`config.mk`:
```
export PLATFORM = sky130hd
export DESIGN_NAME = servo_response_deframer_flat
export DESIGN_NICKNAME = d
export VERILOG_FILES = /design/src/sv/srd_pkg.sv /design/src/sv/srd_channels.sv /design/src/sv/srd_in_stage.sv /design/src/sv/srd_parser.sv /design/src/sv/srd_out_stage.sv /design/src/sv/servo_response_deframer.sv /design/src/flat_wrapper.sv
export SDC_FILE = /design/constraint.sdc
export NUM_CORES = 1
export LEC_CHECK = 0
export CORE_MARGIN = 2
export CORE_UTILIZATION = 41
export DETAILED_ROUTE_END_ITERATION = 8
export DONT_BUFFER_PORTS = 1
export GPL_TIMING_DRIVEN = 0
export PLACE_DENSITY_LB_ADDON = 0.3
export SLEW_MARGIN = 5
export SYNTH_ARGS = -nofsm -noshare
export SYNTH_HDL_FRONTEND = slang
export SYNTH_SLANG_ARGS = --single-unit
```
`constraint.sdc`:
```
create_clock -name clk -period 7.6 [get_ports clk]
set_input_delay 0.76 -clock clk [delete_from_list [all_inputs] [get_ports clk]]
set_output_delay 0.76 -clock clk [all_outputs]
set_load 0.02 [all_outputs]
```
`src/sv/srd_pkg.sv`:
```
package srd_pkg;

	localparam logic [7:0] START_BYTE = 8'h3E;

	localparam int unsigned PADDR_W = 3;
	localparam int unsigned PDATA_W = 32;
	localparam int unsigned MOTOR_ADDR_W = 6;
	localparam logic [MOTOR_ADDR_W-1:0] MOTOR_ADDR_RESET = MOTOR_ADDR_W'(1);

	// register index, taken from the word address bits of paddr
	localparam logic REG_MOTOR_ADDRESS = 1'b0;

	typedef enum logic [0:0] {
		CMD_BYTE    = 1'b0,
		CMD_TIMEOUT = 1'b1
	} cmd_t;

	typedef enum logic [2:0] {
		PH_HUNT = 3'd0,
		PH_CMD  = 3'd1,
		PH_ADDR = 3'd2,
		PH_LEN  = 3'd3,
		PH_HSUM = 3'd4,
		PH_DATA = 3'd5,
		PH_DSUM = 3'd6
	} phase_t;

	typedef enum logic [2:0] {
		ST_OK         = 3'd0,
		ST_HDR_BAD    = 3'd1,
		ST_WRONG_ADDR = 3'd2,
		ST_DATA_BAD   = 3'd3,
		ST_TRUNC      = 3'd4
	} status_t;

	typedef struct packed {
		cmd_t       cmd;
		logic [7:0] rx_byte;
	} item_t;

	typedef struct packed {
		logic       is_frame_end;
		logic [7:0] payload_byte;
		logic [7:0] byte_index;
		logic [7:0] frame_command;
		logic [7:0] frame_length;
		status_t    status;
	} result_t;

endpackage

```
`src/sv/srd_channels.sv`:
```
interface srd_item_if;
	logic             valid;
	logic             ready;
	srd_pkg::cmd_t    cmd;
	logic [7:0]       rx_byte;

	modport source (output valid, output cmd, output rx_byte, input ready);
	modport sink   (input valid, input cmd, input rx_byte, output ready);
endinterface

interface srd_result_if;
	logic             valid;
	logic             ready;
	logic             is_frame_end;
	logic [7:0]       payload_byte;
	logic [7:0]       byte_index;
	logic [7:0]       frame_command;
	logic [7:0]       frame_length;
	srd_pkg::status_t status;

	modport source (output valid, output is_frame_end, output payload_byte, output byte_index,
		output frame_command, output frame_length, output status, input ready);
	modport sink   (input valid, input is_frame_end, input payload_byte, input byte_index,
		input frame_command, input frame_length, input status, output ready);
endinterface

```
`src/sv/srd_in_stage.sv`:
```
module srd_in_stage (
	input  logic           clk,
	input  logic           arst_n,
	srd_item_if.sink       item,
	input  logic           advance,
	output logic           valid_s1,
	output srd_pkg::item_t item_s1
);

	assign item.ready = !valid_s1 || advance;

	always_ff @(posedge clk or negedge arst_n) begin
		if (!arst_n) begin
			valid_s1 <= 1'b0;
		end else if (item.ready) begin
			valid_s1 <= item.valid;
		end
	end

	always_ff @(posedge clk) begin
		if (item.valid && item.ready) begin
			item_s1.cmd     <= item.cmd;
			item_s1.rx_byte <= item.rx_byte;
		end
	end

endmodule

```
`src/sv/srd_parser.sv`:
```
module srd_parser (
	input  logic                               clk,
	input  logic                               arst_n,
	input  logic                               step,
	input  srd_pkg::item_t                     item_s1,
	input  logic [srd_pkg::MOTOR_ADDR_W-1:0]   motor_address,
	output logic                               has_result,
	output srd_pkg::result_t                   result
);

	srd_pkg::phase_t phase_q, phase_d;
	logic [7:0] held_command_q, held_command_d;
	logic       address_matched_q, address_matched_d;
	logic [7:0] held_length_q, held_length_d;
	logic [7:0] bytes_seen_q, bytes_seen_d;
	logic [7:0] running_sum_q, running_sum_d;

	logic [7:0] b;
	logic [7:0] sum_next;
	logic [7:0] seen_next;
	logic       is_timeout;

	assign b          = item_s1.rx_byte;
	assign sum_next   = running_sum_q + b;
	assign seen_next  = bytes_seen_q + 8'd1;
	assign is_timeout = (item_s1.cmd == srd_pkg::CMD_TIMEOUT);

	// next phase
	always_comb begin
		phase_d = phase_q;
		if (is_timeout) begin
			phase_d = srd_pkg::PH_HUNT;
		end else begin
			unique case (phase_q)
				srd_pkg::PH_HUNT: if (b == srd_pkg::START_BYTE) phase_d = srd_pkg::PH_CMD;
				srd_pkg::PH_CMD:  phase_d = srd_pkg::PH_ADDR;
				srd_pkg::PH_ADDR: phase_d = srd_pkg::PH_LEN;
				srd_pkg::PH_LEN:  phase_d = srd_pkg::PH_HSUM;
				srd_pkg::PH_HSUM: begin
					if (b != running_sum_q || held_length_q == 8'd0)
						phase_d = srd_pkg::PH_HUNT;
					else
						phase_d = srd_pkg::PH_DATA;
				end
				srd_pkg::PH_DATA: if (seen_next == held_length_q) phase_d = srd_pkg::PH_DSUM;
				srd_pkg::PH_DSUM: phase_d = srd_pkg::PH_HUNT;
				default:          phase_d = srd_pkg::PH_HUNT;
			endcase
		end
	end

	// held fields and result
	always_comb begin
		held_command_d    = held_command_q;
		address_matched_d = address_matched_q;
		held_length_d     = held_length_q;
		bytes_seen_d      = bytes_seen_q;
		running_sum_d     = running_sum_q;
		has_result           = 1'b0;
		result.is_frame_end  = 1'b1;
		result.payload_byte  = 8'd0;
		result.byte_index    = 8'd0;
		result.frame_command = held_command_q;
		result.frame_length  = held_length_q;
		result.status        = srd_pkg::ST_OK;
		if (is_timeout) begin
			has_result    = (phase_q != srd_pkg::PH_HUNT);
			result.status = srd_pkg::ST_TRUNC;
		end else begin
			unique case (phase_q)
				srd_pkg::PH_HUNT: begin
					if (b == srd_pkg::START_BYTE) begin
						held_command_d    = 8'd0;
						held_length_d     = 8'd0;
						address_matched_d = 1'b0;
						bytes_seen_d      = 8'd0;
						running_sum_d     = b;
					end
				end
				srd_pkg::PH_CMD: begin
					held_command_d = b;
					running_sum_d  = sum_next;
				end
				srd_pkg::PH_ADDR: begin
					// full address byte against the zero-extended register
					address_matched_d = (b == 8'(motor_address));
					running_sum_d     = sum_next;
				end
				srd_pkg::PH_LEN: begin
					held_length_d = b;
					running_sum_d = sum_next;
				end
				srd_pkg::PH_HSUM: begin
					if (b != running_sum_q) begin
						has_result    = 1'b1;
						result.status = srd_pkg::ST_HDR_BAD;
					end else if (held_length_q == 8'd0) begin
						has_result    = 1'b1;
						result.status = address_matched_q ? srd_pkg::ST_OK
							: srd_pkg::ST_WRONG_ADDR;
					end else begin
						running_sum_d = 8'd0;
						bytes_seen_d  = 8'd0;
					end
				end
				srd_pkg::PH_DATA: begin
					running_sum_d       = sum_next;
					bytes_seen_d        = seen_next;
					has_result          = address_matched_q;
					result.is_frame_end = 1'b0;
					result.payload_byte = b;
					result.byte_index   = bytes_seen_q;
				end
				srd_pkg::PH_DSUM: begin
					has_result = 1'b1;
					if (!address_matched_q)
						result.status = srd_pkg::ST_WRONG_ADDR;
					else if (b != running_sum_q)
						result.status = srd_pkg::ST_DATA_BAD;
					else
						result.status = srd_pkg::ST_OK;
				end
				default: ;
			endcase
		end
	end

	always_ff @(posedge clk or negedge arst_n) begin
		if (!arst_n) begin
			phase_q           <= srd_pkg::PH_HUNT;
			held_command_q    <= 8'd0;
			address_matched_q <= 1'b0;
			held_length_q     <= 8'd0;
			bytes_seen_q      <= 8'd0;
			running_sum_q     <= 8'd0;
		end else if (step) begin
			phase_q           <= phase_d;
			held_command_q    <= held_command_d;
			address_matched_q <= address_matched_d;
			held_length_q     <= held_length_d;
			bytes_seen_q      <= bytes_seen_d;
			running_sum_q     <= running_sum_d;
		end
	end

endmodule

```
`src/sv/srd_out_stage.sv`:
```
module srd_out_stage (
	input  logic             clk,
	input  logic             arst_n,
	input  logic             load,
	input  srd_pkg::result_t result_in,
	output logic             free,
	srd_result_if.source     result
);

	logic             valid_q;
	srd_pkg::result_t result_q;

	assign free = !valid_q || result.ready;

	always_ff @(posedge clk or negedge arst_n) begin
		if (!arst_n) begin
			valid_q <= 1'b0;
		end else if (free) begin
			valid_q <= load;
		end
	end

	always_ff @(posedge clk) begin
		if (load) begin
			result_q <= result_in;
		end
	end

	assign result.valid         = valid_q;
	assign result.is_frame_end  = result_q.is_frame_end;
	assign result.payload_byte  = result_q.payload_byte;
	assign result.byte_index    = result_q.byte_index;
	assign result.frame_command = result_q.frame_command;
	assign result.frame_length  = result_q.frame_length;
	assign result.status        = result_q.status;

endmodule

```
`src/sv/servo_response_deframer.sv`:
```
// channel   dir  beat payload
// item      in   cmd, rx_byte
// result    out  is_frame_end, payload_byte, byte_index, frame_command, frame_length, status
// apb       in   motor_address at byte address 0
//
// one byte or timeout per cycle unless the result register is held; a beat goes from item
// to result through the input register and the result register around the parser step
// a byte that yields no result never waits on the result side
// a beat that yields a result stalls only while the result register is held
// arst_n clears the parser to hunting and motor_address to 1
module servo_response_deframer (
	input  logic                         clk,
	input  logic                         arst_n,
	input  logic                         psel,
	input  logic                         penable,
	input  logic                         pwrite,
	input  logic [srd_pkg::PADDR_W-1:0]  paddr,
	input  logic [srd_pkg::PDATA_W-1:0]  pwdata,
	output logic [srd_pkg::PDATA_W-1:0]  prdata,
	output logic                         pready,
	srd_item_if.sink                     item,
	srd_result_if.source                 result
);

	logic [srd_pkg::MOTOR_ADDR_W-1:0] motor_address_q;
	logic             valid_s1;
	srd_pkg::item_t   item_s1;
	logic             has_result;
	srd_pkg::result_t step_result;
	logic             free;
	logic             advance;
	logic             load;
	logic             sel_motor;

	assign sel_motor = (paddr[srd_pkg::PADDR_W-1] == srd_pkg::REG_MOTOR_ADDRESS);
	assign pready    = 1'b1;
	assign prdata    = sel_motor ? srd_pkg::PDATA_W'(motor_address_q) : '0;

	always_ff @(posedge clk or negedge arst_n) begin
		if (!arst_n) begin
			motor_address_q <= srd_pkg::MOTOR_ADDR_RESET;
		end else if (psel && penable && pwrite && sel_motor) begin
			motor_address_q <= pwdata[srd_pkg::MOTOR_ADDR_W-1:0];
		end
	end

	assign advance = valid_s1 && (!has_result || free);
	assign load    = valid_s1 && has_result && free;

	srd_in_stage u_in (
		.clk      (clk),
		.arst_n   (arst_n),
		.item     (item),
		.advance  (advance),
		.valid_s1 (valid_s1),
		.item_s1  (item_s1)
	);

	srd_parser u_parser (
		.clk           (clk),
		.arst_n        (arst_n),
		.step          (advance),
		.item_s1       (item_s1),
		.motor_address (motor_address_q),
		.has_result    (has_result),
		.result        (step_result)
	);

	srd_out_stage u_out (
		.clk       (clk),
		.arst_n    (arst_n),
		.load      (load),
		.result_in (step_result),
		.free      (free),
		.result    (result)
	);

`ifndef NO_ASSERTIONS
	a_stall_holds_step: assert property (@(posedge clk) disable iff (!arst_n)
		(result.valid && !result.ready && valid_s1 && has_result) |-> !advance)
		else $error("parser stepped while its result could not be stored");

	a_accept_fills_stage: assert property (@(posedge clk) disable iff (!arst_n)
		(item.valid && item.ready) |=> valid_s1)
		else $error("accepted beat lost before the input register");

	a_timeout_truncates: assert property (@(posedge clk) disable iff (!arst_n)
		(valid_s1 && item_s1.cmd == srd_pkg::CMD_TIMEOUT && has_result)
		|-> (step_result.is_frame_end && step_result.status == srd_pkg::ST_TRUNC))
		else $error("timeout closed a frame without truncated status");

	a_payload_status_ok: assert property (@(posedge clk) disable iff (!arst_n)
		(load && !step_result.is_frame_end) |-> (step_result.status == srd_pkg::ST_OK))
		else $error("payload beat carries a non-zero status");
`endif

endmodule
```
`src/flat_wrapper.sv`:
```
// flat-port wrapper written by rule: the top's interface ports become plain ports
module servo_response_deframer_flat 
  (clk, arst_n, psel, penable, pwrite, paddr, pwdata, prdata, pready, item_valid, item_cmd, item_rx_byte, item_ready, result_valid, result_is_frame_end, result_payload_byte, result_byte_index, result_frame_command, result_frame_length, result_status, result_ready);
  srd_item_if item_i ();
  srd_result_if result_i ();
  input  logic clk;
  input  logic arst_n;
  input  logic psel;
  input  logic penable;
  input  logic pwrite;
  input  logic [srd_pkg::PADDR_W-1:0] paddr;
  input  logic [srd_pkg::PDATA_W-1:0] pwdata;
  output logic [srd_pkg::PDATA_W-1:0] prdata;
  output logic pready;
  input wire logic [$bits(item_i.valid)-1:0] item_valid;
  input wire logic [$bits(item_i.cmd)-1:0] item_cmd;
  input wire logic [$bits(item_i.rx_byte)-1:0] item_rx_byte;
  output wire logic [$bits(item_i.ready)-1:0] item_ready;
  output wire logic [$bits(result_i.valid)-1:0] result_valid;
  output wire logic [$bits(result_i.is_frame_end)-1:0] result_is_frame_end;
  output wire logic [$bits(result_i.payload_byte)-1:0] result_payload_byte;
  output wire logic [$bits(result_i.byte_index)-1:0] result_byte_index;
  output wire logic [$bits(result_i.frame_command)-1:0] result_frame_command;
  output wire logic [$bits(result_i.frame_length)-1:0] result_frame_length;
  output wire logic [$bits(result_i.status)-1:0] result_status;
  input wire logic [$bits(result_i.ready)-1:0] result_ready;
  assign item_i.valid = item_valid;
  assign item_i.cmd = item_cmd;
  assign item_i.rx_byte = item_rx_byte;
  assign item_ready = item_i.ready;
  assign result_valid = result_i.valid;
  assign result_is_frame_end = result_i.is_frame_end;
  assign result_payload_byte = result_i.payload_byte;
  assign result_byte_index = result_i.byte_index;
  assign result_frame_command = result_i.frame_command;
  assign result_frame_length = result_i.frame_length;
  assign result_status = result_i.status;
  assign result_i.ready = result_ready;
  servo_response_deframer u_core (.clk(clk), .arst_n(arst_n), .psel(psel), .penable(penable), .pwrite(pwrite), .paddr(paddr), .pwdata(pwdata), .prdata(prdata), .pready(pready), .item(item_i), .result(result_i));
endmodule
```
==> Word-level counts from Yosys, hierarchy flattened <==
Cells that the tools add are included.
{ "classes": {"muxes": 27, "bitwise_logic": 3, "n_reduce_logical": 30, "n_addsub": 2, "n_eq_ne": 15} }
{ "op_table": {"columns": ["operator", "n"], "rows": [
  ["$pmux W8 S3", 2],
  ["$mux W8", 4],
  ["$pmux W8 S2", 2],
  ["$pmux W3 S6", 1],
  ["$mux W17", 1],
  ["$mux W3", 4],
  ["$reduce_and A4 Y1", 3],
  ["$reduce_and A6 Y1", 2],
  ["$mux W2", 5],
  ["$eq A3 B3 Y1 const B", 3],
  ["$reduce_bool A3 Y1", 3],
  ["$add A8 B1 Y8 const B", 1],
  ["$add A8 B8 Y8", 1],
  ["$eq A8 B6 Y1", 1],
  ["$eq A8 B6 Y1 const B", 1],
  ["$eq A8 B8 Y1", 1],
  ["$logic_not A8 Y1", 1],
  ["$ne A8 B8 Y1", 1],
  ["$logic_and A1 B1 Y1", 7],
  ["$eq A3 B2 Y1 const B", 2],
  ["$mux W6", 1],
  ["$ne A2 B2 Y1 const B", 3],
  ["$ne A3 B2 Y1 const B", 2],
  ["$reduce_bool A2 Y1", 3],
  ["other kinds (12)", 22]
]} }
{ "word_totals": {"out_inout_bits": 71, "reg_bits": 89, "wordCells": 94} }

==> Depth between registers and ports, before layout <==
Gate-level depths: netlist of run 1.
{ "logic_depth": {"word_depth": 10, "mapped_depth": 9, "depth_no_buf": 8} }

==> Modules after synthesis <==
Synthesis of run 1 repeated with hierarchy kept, for this count alone.
{ "hier_totals": {"hier_cells": 391, "hier_area_um2": 4488.1} }
{ "modules_own_cells": {"columns": ["mod", "cells_each", "n_inst", "area_each_um2"], "rows": [
  ["srd_parser", 288, 1, 2512.4],
  ["srd_out_stage", 39, 1, 1128.6],
  ["servo_response_deframer", 51, 1, 523.0],
  ["srd_in_stage", 13, 1, 324.1]
]} }

==> Worst setup path before layout of run 1 <==
No wires, ideal clock.
{ "synth_timing": {"path_kind": "flip-flop to flip-flop", "from": "reg, netlist name u_core.u_in.item_s1[4]", "to": "reg u_core.u_out.result_q, in the netlist u_core.u_out.result.byte_index[0] (enable)", "t_required_ps": 7171, "arrival_ps": 3026, "slack_ps": 4145, "stages_incl_launch_ff": 8, "period_less_slack_ps": 3455, "setup_ps": 429, "cell_sequence": "edfxtp_1 -> ha_1 -> nor3_1 -> and3_1 -> buf_2 -> a21oi_1 -> o211ai_1 -> nor2_1"} }
{ "synth_via": {"elab_chain_cells": 6} }
{ "synth_rtl": {"columns": ["item", "line", "text"], "rows": [
  ["$ne A8 B8 Y1", "srd_parser.sv:94", "if (b != running_sum_q) begin"],
  ["$mux W1", "srd_parser.sv:94", null],
  ["$pmux W1 S3", "srd_parser.sv:70", "unique case (phase_q)"],
  ["$mux W1", "srd_parser.sv:66", "if (is_timeout) begin"],
  ["$logic_and A1 B1 Y1 (2 in a row)", "servo_response_deframer.sv:48", "assign load = valid_s1 && has_result && free;"],
  ["named net u_core.load", "servo_response_deframer.sv:32", "logic load;"],
  ["end signal: assignment", "srd_out_stage.sv:25", "result_q <= result_in;"],
  ["end: declaration", "srd_out_stage.sv:11", "srd_pkg::result_t result_q;"]
]} }
The timed path passes the listed nets, and every way through them passes these cells.
A chain may end at the register's enable or synchronous reset.

==> Worst setup path after layout of run 1 <==
{ "layout_timing": {"from": "reg, netlist name u_core.u_in.item_s1[4]", "to": "out item_ready"} }
{ "layout_via": {"elab_chain_cells": 8} }
{ "layout_rtl": {"columns": ["item", "line", "text"], "rows": [
  ["$ne A8 B8 Y1", "srd_parser.sv:94", null],
  ["$mux W1", "srd_parser.sv:94", null],
  ["$pmux W1 S3", "srd_parser.sv:70", null],
  ["$mux W1", "srd_parser.sv:66", null],
  ["$logic_not A1 Y1", "servo_response_deframer.sv:47", "assign advance = valid_s1 && (!has_result || free);"],
  ["$logic_or A1 B1 Y1", "servo_response_deframer.sv:47", null],
  ["$logic_and A1 B1 Y1", "servo_response_deframer.sv:47", null],
  ["$logic_or A1 B1 Y1", "srd_in_stage.sv:10", "assign item.ready = !valid_s1 || advance;"],
  ["end: declaration", "flat_wrapper.sv:18", "output wire logic [$bits(item_i.ready)-1:0] item_ready;"]
]} }
Every way passes these cells.

==> results by group, run 1 <==
Run status
  – Status: finished, final reports clean

Clock network
  – H-tree levels: 3
  – CTS tree: done
  – Post-CTS sizing: 0
  – Root Buffer: clkbuf_16
  – CTS Hold Bufs: 0
  – Worst-path clk slew: 0.07 ns
  – # clock sinks: 89
  – # Post-CTS Setup Buffers: 0
  – Clk Latency, worst-skew pair: 0.34 ns
  – Cts bufs inserted: 9
  – CTS Buffer Depth: 2

Finish
  – Layout Nets: 512
  – FF+latch area: 2450 um^2
  – Layout cells sized above 1: 18.8%
  – Filler cells: 1003
  – Fin util: 47.7%
  – Diode count: 0
  – Footprint of the multi-input gates: 1970 um^2
  – Syn-to-layout area delta: 12.5%

Synthesis
  – Seq/Total Area, Yosys: 52.7%
  – Primary FF master, synth: edfxtp_1
  – Synth unique cells: 61
  – Asr flop ratio synth: 49.4%
  – Synth area leader: edfxtp_1
  – Post-synth top area share: 29.0%
  – Commonest cells in the netlist: edfxtp_1 (45), dfrtp_1 (43), nand2_1 (43), buf_4 (27), o21ai_0 (26)
  – Cell Area, Synth: 4660 um^2
  – Synth top area cells: edfxtp_1 (29%), dfrtp_1 (23%), buf_4 (4.4%), a22o_1 (3.6%), nand2_1 (3.5%)
  – Synthesis warning total: 0
  – Average size of a mapped cell: 11.2 um^2
  – Most frequent cell after synthesis: edfxtp_1
  – Post-synth EDFFs: 45
  – Cells after Synth: 415
  – Synth Register Bits: 89

Floorplanning
  – Core area: 11000 um^2
  – Die height: 111 um
  – # IOs: 122
  – Initial core utilization: 42.4%
  – DIE AREA: 12200 um^2
  – Std cell rows: 38
  – Chip width: 111 um

Timing
  – Max Clk Rate: 299 MHz
  – Clock skew: 0.0109 ns
  – RSZ-0062 raised after global routing: no
  – Worst rel slew slack: 41.2%
  – Worst-Margin Slew: 0.873 ns
  – Tmin final: 3.34 ns
  – Final setup viols: 0
  – Fin. max-slew vios: 0
  – Fin. Hold Viols: 0
  – Final Cycle Share: 43.9%
  – Setup TNS: 0 ns

Route
  – DRC viols: 0
  – Average via count per standard cell: 5.36
  – Antenna-violating nets left: 0
  – Iter 0 DRT Violations: 162
  – WL final: 10300 um
  – DR pass1 iterations: 4
  – Via Count: 3197
  – Drt wl/cell: 17.2 um

Power and ir drop
  – Part of the power in registers: 45.4%
  – PD cells: 347 nW/um^2
  – Switching Share: 37.7%
  – Clock Power Share: 23.5%
  – Power share of the combinational group: 31.2%
  – Net Switching: 0.686 mW
  – Maximum vdd drop: 0.174 mV
  – P_leak: 2.12 nW
  – Internal power: 1.13 mW

Placement
  – Hpwl dp: 7170 um
  – Port bufs: 0
  – RePlAce Congestion: 0.908

Setup path
  – Worst EP arrival: 2.58 ns
  – Reg2reg end: u_core.u_in.item_s1[0]$_DFFE_PP_
  – RR Startpoint: u_core.u_in.item_s1[5]$_DFFE_PP_
  – Req. time, crit path: 6.84 ns
  – Setup slack, reg-to-reg: 4.63 ns
  – Worst Path Max Fanout: 7
  – R2R cell count: 8
  – Setup crit start kind: flip-flop
  – Crit. End Element: output port
  – Crit path kind: reg2out

GRT
  – All-Layer GR Usage: 16.8%
  – First-pass GRT wire length: 16400 um
  – Largest net degree at the start of global routing: 45
  – Number of antenna violations at the first check in global routing: 0
  – Total grt overflow: 0
  – Vias in the first global route: 3105

Hold path
  – Hold Path Class: in2async

Flow run
  – Max-cap viol count: 0
==> kinds of logic (layout without fill, tap and decap cells) <==
kind of cell / count (synthesis) / count (layout) / share of synthesized area, %
other: 2 / 27 / 0.161
adders and majority gates: 9 / 9 / 2.58
buffers and inverters: 57 / 74 / 7.31
AOI/OAI and AO/OA: 96 / 96 / 15.4
muxes: 14 / 14 / 3.38
and+or+nand+nor: 128 / 128 / 14.7
xor gates and xnor gates: 20 / 20 / 3.76
DFF: 89 / 89 / 52.7
==> power groups by stage <==
| stage | registers [mW] | logic, mW | clock network, mW |
|---|---|---|---|
| after floorplan | 0.799 | 0.444 | 0 |
| after global placement | 0.835 | 0.535 | 0 |
| after detailed placement | 0.836 | 0.561 | 0 |
| after CTS | 0.825 | 0.565 | 0.436 |
| after global routing | 0.841 | 0.621 | 0.455 |
| final | 0.824 | 0.567 | 0.426 |
==> metrics by stage <==
stage	worst slack (ns)	hold WS (ns)	instances	power [mW]	cell area [um^2]
after floorplan	4.14	0.425	440	1.24	4750
after global placement	3.08	0.436	580	1.37	4930
after detailed placement	4.59	0.434	581	1.40	4950
after CTS	4.24	0.0996	597	1.83	5240
after global routing	4.07	0.0940	597	1.92	5240
final	4.26	0.112	597	1.82	5240
==> metal layers <==
metal | GRT usage (%) | routed length (um) | up-vias
li1 | - | - | 1538
met3 | 3.24 | 362 | 9
met2 | 28.2 | 5080 | 89
met4 | 5.58 | 117 | 0
met1 | 22.0 | 4700 | 1561
met5 | 0 | 0 | -
==> sequential cells by signal, summed over array words and instances (netlist names), 3 cells and up <==
signal and cells:
u_core.u_out.result.frame_length 8, u_core.u_out.result.byte_index 8, u_core.u_out.result.payload_byte 8, u_core.u_parser.phase_q 3, u_core.u_parser.held_command_q 8, u_core.motor_address_q 6, u_core.u_out.result.status 3, u_core.u_in.item_s1 9
u_core.u_parser.running_sum_q 8, u_core.u_out.result.frame_command 8, u_core.u_parser.bytes_seen_q 8, u_core.u_parser.held_length_q 8
==> cell type report <==
cell class | count | share of cell area [%]
Multi-Input combinational cell | 294 | 37.5
Clock inverter | 7 | 1.12
Timing Repair Buffer | 1 | 0.382
Clock buffer | 9 | 4.30
Sequential cell | 89 | 46.8
Buffer | 49 | 5.92
Inverter | 8 | 0.573
Tap cell | 140 | 3.34
==> layout by cell type (no fill, tap or decap), types with 3 or more instances in the layout <==
cell        n
nand3_1     7
a211o_1     3
nor2b_1     9
edfxtp_1   45
clkbuf_16   9
clkbuf_1   11
xor2_1      9
a21oi_1     9
a21o_1      3
o2bb2ai_1   9
buf_4      27
nor2_1     11
mux2_2     14
inv_6       3
ha_1        8
or3_1       3
and2_1      3
nor4_1      3
nand2b_1    6
buf_2       8
conb_1     27
nand2_1    43
o21ai_0    25
nor3_1      6
nand3b_1    4
inv_1       7
dfrtp_1    43
or2_2       5
o211ai_1    3
xnor2_1    11
a22o_1     19
and3_1     17
==> worst max-delay path by stage <==
stage / from / endpoint / slack, ns / cells past startpoint
final: u_core.u_in.item_s1[4]$_DFFE_PP_ / item_ready / 4.26 / 8
after CTS: u_core.u_in.item_s1[4]$_DFFE_PP_ / item_ready / 4.24 / 8
after global routing: u_core.u_in.item_s1[4]$_DFFE_PP_ / item_ready / 4.07 / 8
after detailed placement: u_core.u_in.item_s1[4]$_DFFE_PP_ / item_ready / 4.59 / 8
after global placement: u_core.u_in.item_s1[4]$_DFFE_PP_ / u_core.u_out.result.byte_index[0]$_SDFFCE_PP0P_ / 3.08 / 7
after floorplan: u_core.u_in.item_s1[4]$_DFFE_PP_ / u_core.u_out.result.byte_index[0]$_SDFFCE_PP0P_ / 4.14 / 7
==> worst max-delay path, stage by stage (launching register included) <==
cell and delay, ns:
edfxtp_1 0.57, ha_1 0.47, nor3_1 0.08, and3_1 0.17
buf_2 0.15, a21oi_1 0.19, o211ai_1 0.22, nor2_1 0.24
inv_1 0.15
(Power assumes the default switching activity.)
==> inputs of run 2 (changes only) <==
Settings changed: ABC_AREA from default to 1.
Clock period 7.6 ns to 2.9 ns, I/O delays scaled along.
==> run 2 against run 1 <==
  * Synthesized area grew 2.4%
  * Highest routed layer unchanged
  * First-iteration DRC count up 34%
  * Largest cell class unchanged
  * Sequential power up 130%
==> results by group, run 2 <==
Run status
  – Status: finished, final reports clean

Floorplanning
  – Die height: 112 um (+1.2%)
  – Chip width: 112 um (+1.2%)
  – Core area: 11400 um^2 (+3.5%)
  – Initial core utilization: 42.0% (-0.45 points)
  – # IOs: 122 (unchanged)
  – Std cell rows: 39 (+2.6%)
  – DIE AREA: 12500 um^2 (+2.3%)

Finish
  – Diode count: 0 (unchanged)
  – Fin util: 47.6% (-0.10 points)
  – Commonest non-fill, non-tap cell in the layout: nand2_1
  – Most frequent cells in the layout: nand2_1 (149), nor2_1 (71), inv_1 (45), edfxtp_1 (45), dfrtp_1 (43)
  – Biggest register: u_core.u_in.item_s1
  – Layout Nets: 638 (+25%)
  – Max reg flops: 9 (unchanged)
  – FF+latch area: 2450 um^2 (unchanged)
  – Fin cells: 726 (+22%)
  – Filler cells: 1077 (+7.4%)
  – Syn-to-layout area delta: 13.4%
  – Footprint of the multi-input gates: 1930 um^2 (-1.7%)
  – Layout cells sized above 1: 17.8% (-0.98 points)

GRT
  – Vias in the first global route: 3367 (+8.4%)
  – Total grt overflow: 0 (unchanged)
  – Number of antenna violations at the first check in global routing: 0 (unchanged)
  – First-pass GRT wire length: 17200 um (+4.9%)
  – Largest net degree at the start of global routing: 45 (unchanged)
  – All-Layer GR Usage: 17.5% (+0.70 points)

Synthesis
  – Synth area leader: edfxtp_1
  – Post-synth EDFFs: 45 (unchanged)
  – Cell Area, Synth: 4770 um^2 (+2.4%)
  – Synth unique cells: 43 (-30%)
  – Synth Register Bits: 89 (unchanged)
  – Most frequent cell after synthesis: nand2_1
  – Synthesis warning total: 0 (unchanged)
  – Commonest cells in the netlist: nand2_1 (149), nor2_1 (72), edfxtp_1 (45), inv_1 (45), dfrtp_1 (43)
  – Seq/Total Area, Yosys: 51.4% (-1.2 points)
  – Cells after Synth: 539 (+30%)
  – Asr flop ratio synth: 49.4% (unchanged)
  – Synth top area cells: edfxtp_1 (28%), dfrtp_1 (23%), nand2_1 (12%), nor2_1 (5.7%), buf_4 (4.2%)
  – Post-synth top area share: 28.3% (-0.68 points)
  – Average size of a mapped cell: 8.85 um^2 (-21%)
  – Primary FF master, synth: edfxtp_1

Clock network
  – CTS Hold Bufs: 2 (+2)
  – Cts bufs inserted: 9 (unchanged)
  – Root Buffer: clkbuf_16
  – # clock sinks: 89 (unchanged)
  – Post-CTS sizing: 0 (unchanged)
  – CTS tree: done
  – Clk Latency, worst-skew pair: 0.35 ns (about the same)
  – Worst-path clk slew: 0.07 ns (about the same)
  – # Post-CTS Setup Buffers: 0 (unchanged)
  – CTS Buffer Depth: 2 (unchanged)
  – H-tree levels: 3 (unchanged)

Hold path
  – Hold Path Class: in2reg

Setup path
  – Crit path kind: reg2reg
  – Worst Path Max Fanout: 9 (+2)
  – Worst EP arrival: 2.55 ns (-0.03 ns)
  – Req. time, crit path: 2.91 ns (-3.93 ns)
  – Crit. End Element: flip-flop
  – Setup crit start kind: flip-flop

Placement
  – Placed Cells: 708 (+22%)
  – RePlAce Congestion: 0.888 (-2.2%)
  – Hpwl dp: 7550 um (+5.4%)
  – Port bufs: 0 (unchanged)

Flow run
  – Max-cap viol count: 0 (unchanged)

Route
  – DR pass1 iterations: 4 (unchanged)
  – WL final: 10300 um (unchanged)
  – Antenna-violating nets left: 0 (unchanged)
  – Iter 0 DRT Violations: 217 (+34%)
  – Drt wl/cell: 14.1 um (-18%)
  – DRC viols: 0 (unchanged)
  – Average via count per standard cell: 4.86 (-9.2%)
  – Via Count: 3529 (+10%)

Timing
  – RSZ-0062 raised after global routing: no
  – Hold WS: 0.0333 ns (-0.0789 ns)
  – Fin. max-slew vios: 0 (unchanged)
  – Final setup viols: 0 (unchanged)
  – Fin. Hold Viols: 0 (unchanged)
  – Tmin final: 2.54 ns
  – Final Cycle Share: 87.6%
  – Max Clk Rate: 394 MHz
  – Clock skew: 0.00799 ns (-0.00290 ns)
  – Worst rel slew slack: 62.2% (+21 points)
  – Worst-Margin Slew: 0.565 ns (-0.308 ns)

Power and ir drop
  – P_leak: 2.45 nW (+15%)
  – Maximum vdd drop: 0.346 mV (+99%)
  – PD cells: 812 nW/um^2 (+130%)
run 2: cell types whose count changed after synthesis, moves of 10 or more:
cell     before  now
o21ai_2       1   16
a22o_1       19    0
nand3_1       7   34
and3_1       17    0
nand2_1      43  149
inv_1         7   45
mux2_2       14    0
nand4_1       2   12
nor2_1       12   72
o21ai_0      26    8
run 2: final cells by class:
type | count | share of cell area [%]
clock inverter | 7 | 1.43
buffer | 38 | 4.92
multi-input combinational | 380 | 35.7
tap | 143 | 3.31
inverter | 57 | 4.05
clock buffer | 9 | 4.16
sequential | 89 | 45.3
timing repair buffer | 3 | 1.06
run 2: cells by family (layout without fill, tap and decap cells):
family	count (synthesis)	count (layout)	synth area share, %
AOI/OAI and AO/OA	48	48	6.90
xor gates and xnor gates	3	3	0.551
adders and majority gates	9	9	2.52
buffers and inverters	95	114	10.2
DFF	89	89	51.4
other	2	27	0.157
and+or+nand+nor	293	293	28.3
run 2: path summary, 6_finish.rpt:
path	startpoint	to	slack (ns)	depth (start not counted)
max in group asynchronous	arst_n	u_core.motor_address_q[0]$_DFFE_PN1P_	2.18	2
hold / removal	item_cmd	u_core.u_in.item_s1[8]$_DFFE_PP_	0.03	0
min in group asynchronous	arst_n	u_core.u_parser.held_command_q[2]$_DFFE_PN0P_	0.45	2
setup / recovery	u_core.u_in.item_s1[2]$_DFFE_PP_	u_core.u_in.item_s1[5]$_DFFE_PP_	0.36	8
hold reg to reg	u_core.u_parser.held_command_q[0]$_DFFE_PN0P_	u_core.u_out.result.frame_command[0]$_DFFE_PP_	0.45	0
setup reg to reg	u_core.u_in.item_s1[2]$_DFFE_PP_	u_core.u_in.item_s1[5]$_DFFE_PP_	0.36	8
run 2: metal layers:
layer	share of wire [%]	wire (um)	track usage (%)	vias to the layer above
met3	5.1	525	3.21	13
met2	46	4670	27.4	113
met1	48	4890	24.0	1617
met5	0	0	0	-
li1	-	-	-	1786
met4	1.7	177	7.65	0
run 2: worst max-delay path: stages (launching register included):
cell and delay [ns]:
edfxtp_1 0.51, ha_1 0.41, nor3_2 0.22, nand3_2 0.16, nand2_2 0.11, nand3_2 0.13
nand4_1 0.27, nand2_1 0.11, inv_1 0.28
run 2: stage by stage:
stage	setup slack, ns	TNS [ns]	area (um^2)	total power [mW]
after floorplan	0.196	0	4870	2.92
after global placement	-0.472	-16.84	5050	3.18
after detailed placement	0.335	0	5070	3.22
after CTS	0.327	0	5410	4.43
after global routing	0.160	0	5410	4.68
final	0.360	0	5410	4.39
run 2: where the power goes:
part	leakage [nW]	switching (mW)	internal [mW]
clock	0.146	0.509	0.675
sequential	1.00	0.273	1.63
combinational	1.30	0.867	0.436
